<file path="config.mk">
export PLATFORM = sky130hd
export DESIGN_NAME = cascaded_angle_speed_pid_sweep_top
export DESIGN_NICKNAME = d
export VERILOG_FILES = /design/src/caspid_pkg.sv /design/src/caspid_mul.sv /design/src/cascaded_angle_speed_pid_sweep_top.sv
export VERILOG_INCLUDE_DIRS = /design/src /design/src/src
export SDC_FILE = /design/constraint.sdc
export NUM_CORES = 2
export LEC_CHECK = 0
export BUFFER_PORTS_ARGS = -buffer_cell sky130_fd_sc_hd__buf_4
export CORE_MARGIN = 1.5
export CORE_UTILIZATION = 25
export DETAILED_ROUTE_END_ITERATION = 8
export SETUP_SLACK_MARGIN = 0.05
export SLEW_MARGIN = 25
export SYNTH_ARGS = -nofsm -noshare
export SYNTH_HDL_FRONTEND = slang
export SYNTH_SLANG_ARGS = --single-unit
</file>
<file path="constraint.sdc">
create_clock -name clk -period 10.85 [get_ports clk]
set_input_delay 1.085 -clock clk [delete_from_list [all_inputs] [get_ports clk]]
set_output_delay 1.085 -clock clk [all_outputs]
set_load 0.05 [all_outputs]
</file>
<file path="src/cascaded_angle_speed_pid_sweep_top_defines.svh">
`ifndef CASCADED_ANGLE_SPEED_PID_SWEEP_TOP_DEFINES_SVH
`define CASCADED_ANGLE_SPEED_PID_SWEEP_TOP_DEFINES_SVH

// same-cycle implication, sampled on clk, off during reset
`define CASP_AST(lbl, ante, cons, msg) \
	lbl: assert property (@(posedge clk) disable iff (!arst_n) (ante) |-> (cons)) \
		else $error(msg);

// next-cycle implication
`define CASP_AST_NEXT(lbl, ante, cons, msg) \
	lbl: assert property (@(posedge clk) disable iff (!arst_n) (ante) |=> (cons)) \
		else $error(msg);

`endif

</file>
<file path="src/caspid_pkg.sv">
package caspid_pkg;

	localparam int GAIN_W    = 16;
	localparam int RAW_W     = 13;
	localparam int SPD_W     = 16;
	localparam int DRV_W     = 16;
	localparam int AERR_W    = 19;
	localparam int AINT_W    = 18;
	localparam int SERR_W    = 27;
	localparam int SINT_W    = 24;
	localparam int OP_W      = 28;
	localparam int PROD_W    = GAIN_W + 1 + OP_W;
	localparam int ACC_W     = 48;
	localparam int ANG_W     = 21;
	localparam int CFG_IDX_W = 3;
	localparam int MAX_MOTORS = 2;

	// angles in 1/1024 degree
	localparam logic signed [ANG_W-1:0] HALF_TURN  = 21'sd184320;
	localparam logic signed [ANG_W-1:0] FULL_TURN  = 21'sd368640;
	localparam logic signed [ANG_W-1:0] TARGET_MAG = 21'sd30720;

	localparam logic signed [ACC_W-1:0] OUTER_IMAX = 48'sd102400;
	localparam logic signed [ACC_W-1:0] OUTER_OMAX = 48'sd83886080;
	localparam logic signed [ACC_W-1:0] INNER_IMAX = 48'sd8192000;
	localparam logic signed [ACC_W-1:0] INNER_OMAX = 48'sd6553600000;

	localparam logic [CFG_IDX_W-1:0] REG_KP_OUTER = 3'd0;
	localparam logic [CFG_IDX_W-1:0] REG_KI_OUTER = 3'd1;
	localparam logic [CFG_IDX_W-1:0] REG_KD_OUTER = 3'd2;
	localparam logic [CFG_IDX_W-1:0] REG_KP_INNER = 3'd3;
	localparam logic [CFG_IDX_W-1:0] REG_KI_INNER = 3'd4;
	localparam logic [CFG_IDX_W-1:0] REG_KD_INNER = 3'd5;
	localparam logic [CFG_IDX_W-1:0] REG_ZERO_A   = 3'd6;
	localparam logic [CFG_IDX_W-1:0] REG_ZERO_B   = 3'd7;

	typedef enum logic [3:0] {
		ST_IDLE,
		ST_ANGLE,
		ST_ERR,
		ST_KI_O,
		ST_KP_O,
		ST_KD_O,
		ST_OSUM,
		ST_OSPD,
		ST_KI_I,
		ST_KP_I,
		ST_KD_I,
		ST_ISUM,
		ST_IOUT,
		ST_FINISH
	} state_t;

	typedef struct packed {
		logic [GAIN_W-1:0]      gain;
		logic signed [OP_W-1:0] opnd;
	} mul_req_t;

endpackage

</file>
<file path="src/caspid_mul.sv">
module caspid_mul (
	input  logic                                      clk,
	input  caspid_pkg::mul_req_t                      req,
	output logic signed [caspid_pkg::PROD_W-1:0]      prod_s1
);
	import caspid_pkg::*;

	logic signed [PROD_W-1:0] gain_x;
	logic signed [PROD_W-1:0] opnd_x;

	// gain is unsigned Q8.8, operand is a signed error term
	assign gain_x = PROD_W'($signed({1'b0, req.gain}));
	assign opnd_x = PROD_W'(req.opnd);

	always_ff @(posedge clk) begin
		prod_s1 <= gain_x * opnd_x;
	end

endmodule

</file>
<file path="src/cascaded_angle_speed_pid_sweep_top.sv">
// Two-motor cascaded angle/speed PID. Each request is one control tick with both encoder
// counts and speeds; it returns one result with both drive values and the target sign.
// All products go through one registered 17x28 multiplier, six per motor, under a small
// sequencer that handles one request at a time: in_ready is low from acceptance until the
// sequencer returns to idle, as the result is loaded into the output register.
// A new request may be taken while a finished result still waits on out_ready. The user
// must write gains and zero positions through the cfg port only while the block is idle;
// the block itself does not enforce this.
`include "cascaded_angle_speed_pid_sweep_top_defines.svh"

module cascaded_angle_speed_pid_sweep_top #(
	parameter int SWITCH_TICKS = 200,
	parameter int NUM_MOTORS   = 2
) (
	input  logic                                       clk,
	input  logic                                       arst_n,
	input  logic                                       cfg_we,
	input  logic [caspid_pkg::CFG_IDX_W-1:0]           cfg_idx,
	input  logic [caspid_pkg::GAIN_W-1:0]              cfg_wdata,
	input  logic                                       in_valid,
	output logic                                       in_ready,
	input  logic [caspid_pkg::RAW_W-1:0]               raw_angle_a,
	input  logic signed [caspid_pkg::SPD_W-1:0]        speed_a,
	input  logic [caspid_pkg::RAW_W-1:0]               raw_angle_b,
	input  logic signed [caspid_pkg::SPD_W-1:0]        speed_b,
	output logic                                       out_valid,
	input  logic                                       out_ready,
	output logic signed [caspid_pkg::DRV_W-1:0]        drive_a,
	output logic signed [caspid_pkg::DRV_W-1:0]        drive_b,
	output logic                                       target_positive
);
	import caspid_pkg::*;

	localparam logic [7:0] SW_TICKS = 8'(SWITCH_TICKS);
	localparam logic       LAST_M   = 1'(NUM_MOTORS - 1);

	function automatic logic signed [AERR_W-1:0] wrap_ang(input logic signed [ANG_W-1:0] e);
		logic signed [ANG_W-1:0] r;
		r = e;
		if (e > HALF_TURN)
			r = e - FULL_TURN;
		else if (e < -HALF_TURN)
			r = e + FULL_TURN;
		return r[AERR_W-1:0];
	endfunction

	function automatic logic signed [ACC_W-1:0] clamp48(input logic signed [ACC_W-1:0] v,
			input logic signed [ACC_W-1:0] lim);
		logic signed [ACC_W-1:0] r;
		r = v;
		if (v > lim)
			r = lim;
		else if (v < -lim)
			r = -lim;
		return r;
	endfunction

	// config
	logic [GAIN_W-1:0] kp_o_q, ki_o_q, kd_o_q, kp_i_q, ki_i_q, kd_i_q;
	logic [RAW_W-1:0]  zero_a_q, zero_b_q;

	// control
	state_t state_q, state_d;
	logic   motor_q;
	logic [7:0] tick_q;
	logic   sign_q;
	logic   out_valid_q;
	logic signed [AERR_W-1:0] prev_aerr_q [MAX_MOTORS];
	logic signed [AINT_W-1:0] aint_q      [MAX_MOTORS];
	logic signed [SERR_W-1:0] prev_serr_q [MAX_MOTORS];
	logic signed [SINT_W-1:0] sint_q      [MAX_MOTORS];

	// payload
	logic [RAW_W-1:0]         raw_a_q, raw_b_q;
	logic signed [SPD_W-1:0]  spd_a_q, spd_b_q;
	logic signed [AERR_W-1:0] cur_q, aerr_q;
	logic signed [SERR_W-1:0] serr_q;
	logic signed [ACC_W-1:0]  acc_q;
	logic signed [DRV_W-1:0]  drv_q [MAX_MOTORS];
	logic signed [DRV_W-1:0]  drive_a_q, drive_b_q;
	logic                     tpos_q;

	mul_req_t                 mreq;
	logic signed [PROD_W-1:0] prod_s1;

	logic accept, load_out;

	logic [RAW_W-1:0]         raw_m, zero_m;
	logic signed [SPD_W-1:0]  spd_m;
	logic signed [RAW_W:0]    diff;
	logic signed [19:0]       d20, cur_raw;
	logic signed [ANG_W-1:0]  tgt, err_raw;
	logic signed [ACC_W-1:0]  prod48, ospd, icl, imag, iq, idrv;
	logic signed [AINT_W-1:0] aint_d;
	logic signed [SINT_W-1:0] sint_d;
	logic signed [SERR_W-1:0] serr_d;
	logic signed [DRV_W-1:0]  drv_d;
	logic [7:0]               tick_n;

	caspid_mul u_mul (
		.clk     (clk),
		.req     (mreq),
		.prod_s1 (prod_s1)
	);

	assign accept   = in_valid & in_ready;
	assign load_out = (state_q == ST_FINISH) && (!out_valid_q || out_ready);

	// per-motor angle and error math
	always_comb begin
		raw_m   = motor_q ? raw_b_q : raw_a_q;
		zero_m  = motor_q ? zero_b_q : zero_a_q;
		spd_m   = motor_q ? spd_b_q : spd_a_q;
		diff    = $signed({1'b0, raw_m}) - $signed({1'b0, zero_m});
		d20     = 20'(diff);
		cur_raw = (d20 <<< 5) + (d20 <<< 3) + (d20 <<< 2) + d20; // count * 45
		tgt     = sign_q ? TARGET_MAG : -TARGET_MAG;
		err_raw = tgt - ANG_W'(cur_q);
		prod48  = ACC_W'(prod_s1);
		aint_d  = AINT_W'(clamp48(ACC_W'(aint_q[motor_q]) + (prod48 >>> 8), OUTER_IMAX));
		sint_d  = SINT_W'(clamp48(ACC_W'(sint_q[motor_q]) + (prod48 >>> 8), INNER_IMAX));
		ospd    = clamp48(acc_q, OUTER_OMAX) >>> 8;
		serr_d  = SERR_W'(ospd - (ACC_W'(spd_m) <<< 10));
		icl     = clamp48(acc_q, INNER_OMAX);
		imag    = icl[ACC_W-1] ? -icl : icl;
		iq      = imag >>> 18;
		idrv    = icl[ACC_W-1] ? -iq : iq;
		drv_d   = DRV_W'(idrv);
		tick_n  = tick_q + 8'd1;
	end

	// sequencer: next state, ready and multiplier operands
	always_comb begin
		state_d   = state_q;
		in_ready  = 1'b0;
		mreq.gain = '0;
		mreq.opnd = '0;
		unique case (state_q)
			ST_IDLE: begin
				in_ready = 1'b1;
				if (in_valid)
					state_d = ST_ANGLE;
			end
			ST_ANGLE: state_d = ST_ERR;
			ST_ERR:   state_d = ST_KI_O;
			ST_KI_O: begin
				mreq.gain = ki_o_q;
				mreq.opnd = OP_W'(aerr_q);
				state_d   = ST_KP_O;
			end
			ST_KP_O: begin
				mreq.gain = kp_o_q;
				mreq.opnd = OP_W'(aerr_q);
				state_d   = ST_KD_O;
			end
			ST_KD_O: begin
				mreq.gain = kd_o_q;
				mreq.opnd = OP_W'(aerr_q) - OP_W'(prev_aerr_q[motor_q]);
				state_d   = ST_OSUM;
			end
			ST_OSUM: state_d = ST_OSPD;
			ST_OSPD: state_d = ST_KI_I;
			ST_KI_I: begin
				mreq.gain = ki_i_q;
				mreq.opnd = OP_W'(serr_q);
				state_d   = ST_KP_I;
			end
			ST_KP_I: begin
				mreq.gain = kp_i_q;
				mreq.opnd = OP_W'(serr_q);
				state_d   = ST_KD_I;
			end
			ST_KD_I: begin
				mreq.gain = kd_i_q;
				mreq.opnd = OP_W'(serr_q) - OP_W'(prev_serr_q[motor_q]);
				state_d   = ST_ISUM;
			end
			ST_ISUM: state_d = ST_IOUT;
			ST_IOUT: state_d = (motor_q == LAST_M) ? ST_FINISH : ST_ANGLE;
			ST_FINISH: begin
				if (!out_valid_q || out_ready)
					state_d = ST_IDLE;
			end
			default: state_d = ST_IDLE;
		endcase
	end

	always_ff @(posedge clk or negedge arst_n) begin
		if (!arst_n) begin
			state_q <= ST_IDLE;
		end else begin
			state_q <= state_d;
		end
	end

	always_ff @(posedge clk or negedge arst_n) begin
		if (!arst_n) begin
			kp_o_q   <= 16'd1024;
			ki_o_q   <= '0;
			kd_o_q   <= '0;
			kp_i_q   <= 16'd20480;
			ki_i_q   <= '0;
			kd_i_q   <= '0;
			zero_a_q <= '0;
			zero_b_q <= '0;
		end else if (cfg_we) begin
			unique case (cfg_idx)
				REG_KP_OUTER: kp_o_q   <= cfg_wdata;
				REG_KI_OUTER: ki_o_q   <= cfg_wdata;
				REG_KD_OUTER: kd_o_q   <= cfg_wdata;
				REG_KP_INNER: kp_i_q   <= cfg_wdata;
				REG_KI_INNER: ki_i_q   <= cfg_wdata;
				REG_KD_INNER: kd_i_q   <= cfg_wdata;
				REG_ZERO_A:   zero_a_q <= cfg_wdata[RAW_W-1:0];
				REG_ZERO_B:   zero_b_q <= cfg_wdata[RAW_W-1:0];
				default: ;
			endcase
		end
	end

	always_ff @(posedge clk or negedge arst_n) begin
		if (!arst_n) begin
			motor_q     <= 1'b0;
			tick_q      <= '0;
			sign_q      <= 1'b1;
			out_valid_q <= 1'b0;
			for (int i = 0; i < MAX_MOTORS; i++) begin
				prev_aerr_q[i] <= '0;
				aint_q[i]      <= '0;
				prev_serr_q[i] <= '0;
				sint_q[i]      <= '0;
			end
		end else begin
			if (accept) begin
				motor_q <= 1'b0;
				if (tick_n >= SW_TICKS) begin
					// target flips and every integrator restarts
					tick_q <= '0;
					sign_q <= ~sign_q;
					for (int i = 0; i < MAX_MOTORS; i++) begin
						aint_q[i] <= '0;
						sint_q[i] <= '0;
					end
				end else begin
					tick_q <= tick_n;
				end
			end
			case (state_q)
				ST_KP_O: aint_q[motor_q]      <= aint_d;
				ST_OSUM: prev_aerr_q[motor_q] <= aerr_q;
				ST_KP_I: sint_q[motor_q]      <= sint_d;
				ST_ISUM: prev_serr_q[motor_q] <= serr_q;
				ST_IOUT: begin
					if (motor_q != LAST_M)
						motor_q <= motor_q + 1'b1;
				end
				default: ;
			endcase
			if (load_out)
				out_valid_q <= 1'b1;
			else if (out_ready)
				out_valid_q <= 1'b0;
		end
	end

	always_ff @(posedge clk) begin
		if (accept) begin
			raw_a_q <= raw_angle_a;
			spd_a_q <= speed_a;
			raw_b_q <= raw_angle_b;
			spd_b_q <= speed_b;
		end
		case (state_q)
			ST_ANGLE: cur_q  <= wrap_ang(ANG_W'(cur_raw));
			ST_ERR:   aerr_q <= wrap_ang(err_raw);
			// P product plus the freshly updated integrator
			ST_KD_O:  acc_q  <= prod48 + (ACC_W'(aint_q[motor_q]) <<< 8);
			ST_OSUM:  acc_q  <= acc_q + prod48;
			ST_OSPD:  serr_q <= serr_d;
			ST_KD_I:  acc_q  <= prod48 + (ACC_W'(sint_q[motor_q]) <<< 8);
			ST_ISUM:  acc_q  <= acc_q + prod48;
			ST_IOUT:  drv_q[motor_q] <= drv_d;
			default: ;
		endcase
		if (load_out) begin
			drive_a_q <= drv_q[0];
			drive_b_q <= (NUM_MOTORS > 1) ? drv_q[1] : '0;
			tpos_q    <= sign_q;
		end
	end

	assign out_valid       = out_valid_q;
	assign drive_a         = drive_a_q;
	assign drive_b         = drive_b_q;
	assign target_positive = tpos_q;

	`CASP_AST(a_aint_range, 1'b1, (aint_q[0] <= 18'sd102400) && (aint_q[0] >= -18'sd102400), "angle integrator out of range")
	`CASP_AST_NEXT(a_start, accept, (state_q == ST_ANGLE) && (motor_q == 1'b0), "request did not start at motor A")
	`CASP_AST_NEXT(a_no_extra, out_valid && out_ready && (state_q != ST_FINISH), !out_valid, "result repeated")
	`CASP_AST(a_drv_range, out_valid, (drive_a <= 16'sd25000) && (drive_a >= -16'sd25000), "drive_a beyond saturation")

endmodule

</file>
==> results.sh <==
export IMPL_cts_buffer_depth=3
export IMPL_skew_ns=0.04474
export IMPL_hold_path_end="drive_a[10]"
export IMPL_synth_xor_area_share_pct=3.603
export IMPL_synthCells=5663
export IMPL_r2r_end="u_mul.prod_s1[43]"
export IMPL_gr_total_overflow=0
export IMPL_first_global_vias=43730
export IMPL_syn_nets=6553
export IMPL_muxShareOfSynthArea_pct=7.249
export IMPL_clockRootBuffer="clkbuf_16"
export IMPL_track_usage_pct=15.01
export IMPL_wl_met3_um=12550
export IMPL_antenna_found_initial=12
export IMPL_crit_required_ns=11.49
export IMPL_drt_pass1_iter_count=6
export IMPL_fp_row_count=171
export IMPL_final_cells=8625
export IMPL_clkTransAtPathRegs_ns=0.07
export IMPL_cpPeakStageDelay_ns=0.62
export IMPL_yosysWarnings=0
export IMPL_reg2reg_depth=36
export IMPL_nets=6604
export IMPL_clock_fmax_mhz=97.21
export IMPL_drv_slew=0
export IMPL_synthArstFlopShare_pct=52.69
export IMPL_synth_edf_count=236
export IMPL_yosys_most_used_dff="dfrtp_1"
export IMPL_cts_sinks=594
export IMPL_core_area_um2=216700
export IMPL_wl_met2_um=74880
export IMPL_drc=0
export IMPL_port_buffers=116
export IMPL_seqCellArea_um2=15830
export IMPL_maxSlewHeadroom_pct=23.41
export IMPL_synth_compound_area_share_pct=14.96
export IMPL_path_max_fanout=15
export IMPL_grt_max_degree=153
export IMPL_route_vias_total=43170
export IMPL_finalSetupTns_ns=0
export IMPL_synth_simple_area_share_pct=14.10
export IMPL_synthDistinctLibCells=91
export IMPL_max_cap_viol_count=0
export IMPL_outcome="finished clean"
export IMPL_postCtsHoldBufs=0
export IMPL_critPathKind="reg2reg"
export IMPL_tightestPinTransition_ns=1.149
export IMPL_numCtsBuffers=67
export IMPL_tritoncts="done"
export IMPL_htree_levels=3
export IMPL_post_drt_wl_per_cell_um=19.43
export IMPL_final_hold_viol_count=0
export IMPL_synth_top_family_by_area="adder cells"
export IMPL_critPathLaunchType="flop"
export IMPL_worstHoldPathCells=0
export IMPL_die_h_um=469.7
export IMPL_r2r_start="motor_q"
export IMPL_drt_initial_drc_count=3495
export IMPL_layout_commonest_cell="inv_1"
export IMPL_insertion_delay_ns=0.71
export IMPL_fin_crit_ns=10.29
export IMPL_cp_common_cell="o21ai_0"
export IMPL_drive_above_1_share_pct=12.45
export IMPL_period_share_pct=94.81
export IMPL_syn_area_um2=54460
export IMPL_final_antenna_net_count=0
export IMPL_gp_congestion=0.9426
export IMPL_ys_ff_latch=594
export IMPL_dieWidth_um=469.7
export IMPL_worstHoldStart="drv_q[0][10]"
export IMPL_setup_viol=0
export IMPL_wl_um=167600
export IMPL_dr_max_layer_used="met5"
export IMPL_vias_per_cell=5.005
export IMPL_mostFrequentLayoutCells="629 x inv_1, 557 x nand2_1, 463 x fa_1, 375 x nor2_1, 345 x ha_1"
export IMPL_cp_end_kind="flop"
export IMPL_dieArea_um2=220600
export IMPL_hp_class="reg2reg"
export IMPL_ys_seq_area_share_pct=29.06
export IMPL_n_fill_cell=22640
export IMPL_area_delta_synth_final_pct=12.63
export IMPL_arrival_ns=10.92
export IMPL_rrSetupSlack_ns=0.56
export IMPL_synth_fa_ha_area_share_pct=24.95
export IMPL_cpMaxStageDelayCell="fa_1"
export IMPL_syn_mean_instance_area_um2=9.616
export IMPL_wl_met1_um=73600
export IMPL_top_level_ports=117
export IMPL_dpl_cell_count=8495
export IMPL_dp_hpwl_um=131700
export IMPL_grt_setup_unrepaired="false"
export IMPL_grt_pass1_wl_um=259800
export IMPL_start_util_pct=25.13
export IMPL_multi_input_area_um2=35560
## how the worst max path moves through the flow
stage                        from                end
after global placement    motor_q  u_mul.prod_s1[43]
final                     motor_q  u_mul.prod_s1[43]
after floorplan           motor_q  u_mul.prod_s1[44]
after global routing      motor_q  u_mul.prod_s1[43]
after CTS                 motor_q  u_mul.prod_s1[43]
after detailed placement  motor_q  u_mul.prod_s1[43]
## final cells by class
type / count / share of cell area [%]
Antenna cell: 4 / 0.01632
Clock buffer: 89 / 3.054
Clock inverter: 33 / 0.6528
Inverter: 630 / 3.856
Multi-Input combinational cell: 4200 / 57.98
Sequential cell: 594 / 25.81
Tap cell: 2854 / 5.822
Timing Repair Buffer: 221 / 2.815
## synthesized netlist by cell type (45+ instances only)
| cell type | instances | share of area, % |
|---|---|---|
| a21oi_1 | 251 | 2.3 |
| nor2_1 | 381 | 2.6 |
| inv_1 | 630 | 4.3 |
| o21a_1 | 49 | 0.68 |
| ha_1 | 345 | 7.9 |
| edfxtp_1 | 236 | 13 |
| xnor2_1 | 162 | 2.6 |
| nor2b_1 | 52 | 0.60 |
| dfxtp_1 | 45 | 1.7 |
| nand2b_1 | 52 | 0.60 |
| mux2i_1 | 85 | 1.6 |
| and3_1 | 56 | 0.64 |
| a22oi_1 | 92 | 1.3 |
| dfrtp_1 | 309 | 14 |
| nand2_1 | 560 | 3.9 |
| xor2_1 | 62 | 1.0 |
| o21ai_0 | 211 | 1.9 |
| fa_1 | 463 | 17 |
| clkbuf_1 | 198 | 1.4 |
| nand3_1 | 90 | 0.83 |
| mux2_2 | 275 | 5.7 |
| nor3_1 | 137 | 1.3 |
| a21o_1 | 111 | 1.5 |
| and2_1 | 72 | 0.83 |
## metrics by stage
| step | hold WS (ns) | instance area, um2 | util (%) | setup WS (ns) |
|---|---|---|---|---|
| after floorplan | 0.4003 | 54460 | - | 0.8455 |
| after global placement | 0.4063 | 58970 | 27.21 | 0.6361 |
| after detailed placement | 0.4045 | 58990 | 27.22 | 0.4382 |
| after CTS | 0.4168 | 61260 | 28.26 | 0.4381 |
| after global routing | 0.4213 | 61330 | 28.29 | 0.07223 |
| final | 0.4146 | 61330 | 28.30 | 0.5631 |
## registers in the layout (all words and copies together), names as in the netlist, 16 cells and up
signal	count
acc_q	48
aerr_q	19
aint_q	36
cur_q	19
drive_a	16
drive_b	16
drv_q	32
kd_i_q	16
kd_o_q	16
ki_i_q	16
ki_o_q	16
kp_i_q	16
kp_o_q	16
prev_aerr_q	38
prev_serr_q	54
serr_q	27
sint_q	48
spd_a_q	16
spd_b_q	16
u_mul.prod_s1	45
## repair_timing
item / in CTS / in global routing
setup endpoints to repair: 0 / 3
gates resized for setup: 0 / 2
setup buffers: 0 / 0
## logic make-up after synthesis
logic type,after synthesis
and+or+nand+nor,1620
AOI/OAI and AO/OA,1188
buffers and inverters,869
adders and majority gates,808
DFF,594
muxes,360
xor gates and xnor gates,224
## per-layer routing
metal  up-vias  track usage (%)
met5         -                0
met4         8            5.703
met3       306            2.916
met2      1571            23.87
met1     21430            20.06
li1      19860                -
## critical path, delay by kind of cell, from the launching register on
| family | cells | cell delay, ns |
|---|---|---|
| xor gates and xnor gates | 2 | 0.41 |
| DFF | 1 | 0.61 |
| AOI/OAI and AO/OA | 18 | 3.72 |
| muxes | 1 | 0.39 |
| and+or+nand+nor | 2 | 0.64 |
| adders and majority gates | 9 | 4.13 |
| buffers and inverters | 4 | 0.33 |
Power is left out: the tool's default activity adds up to more than one toggle a clock period on the data nets, which glitch-free logic cannot reach.
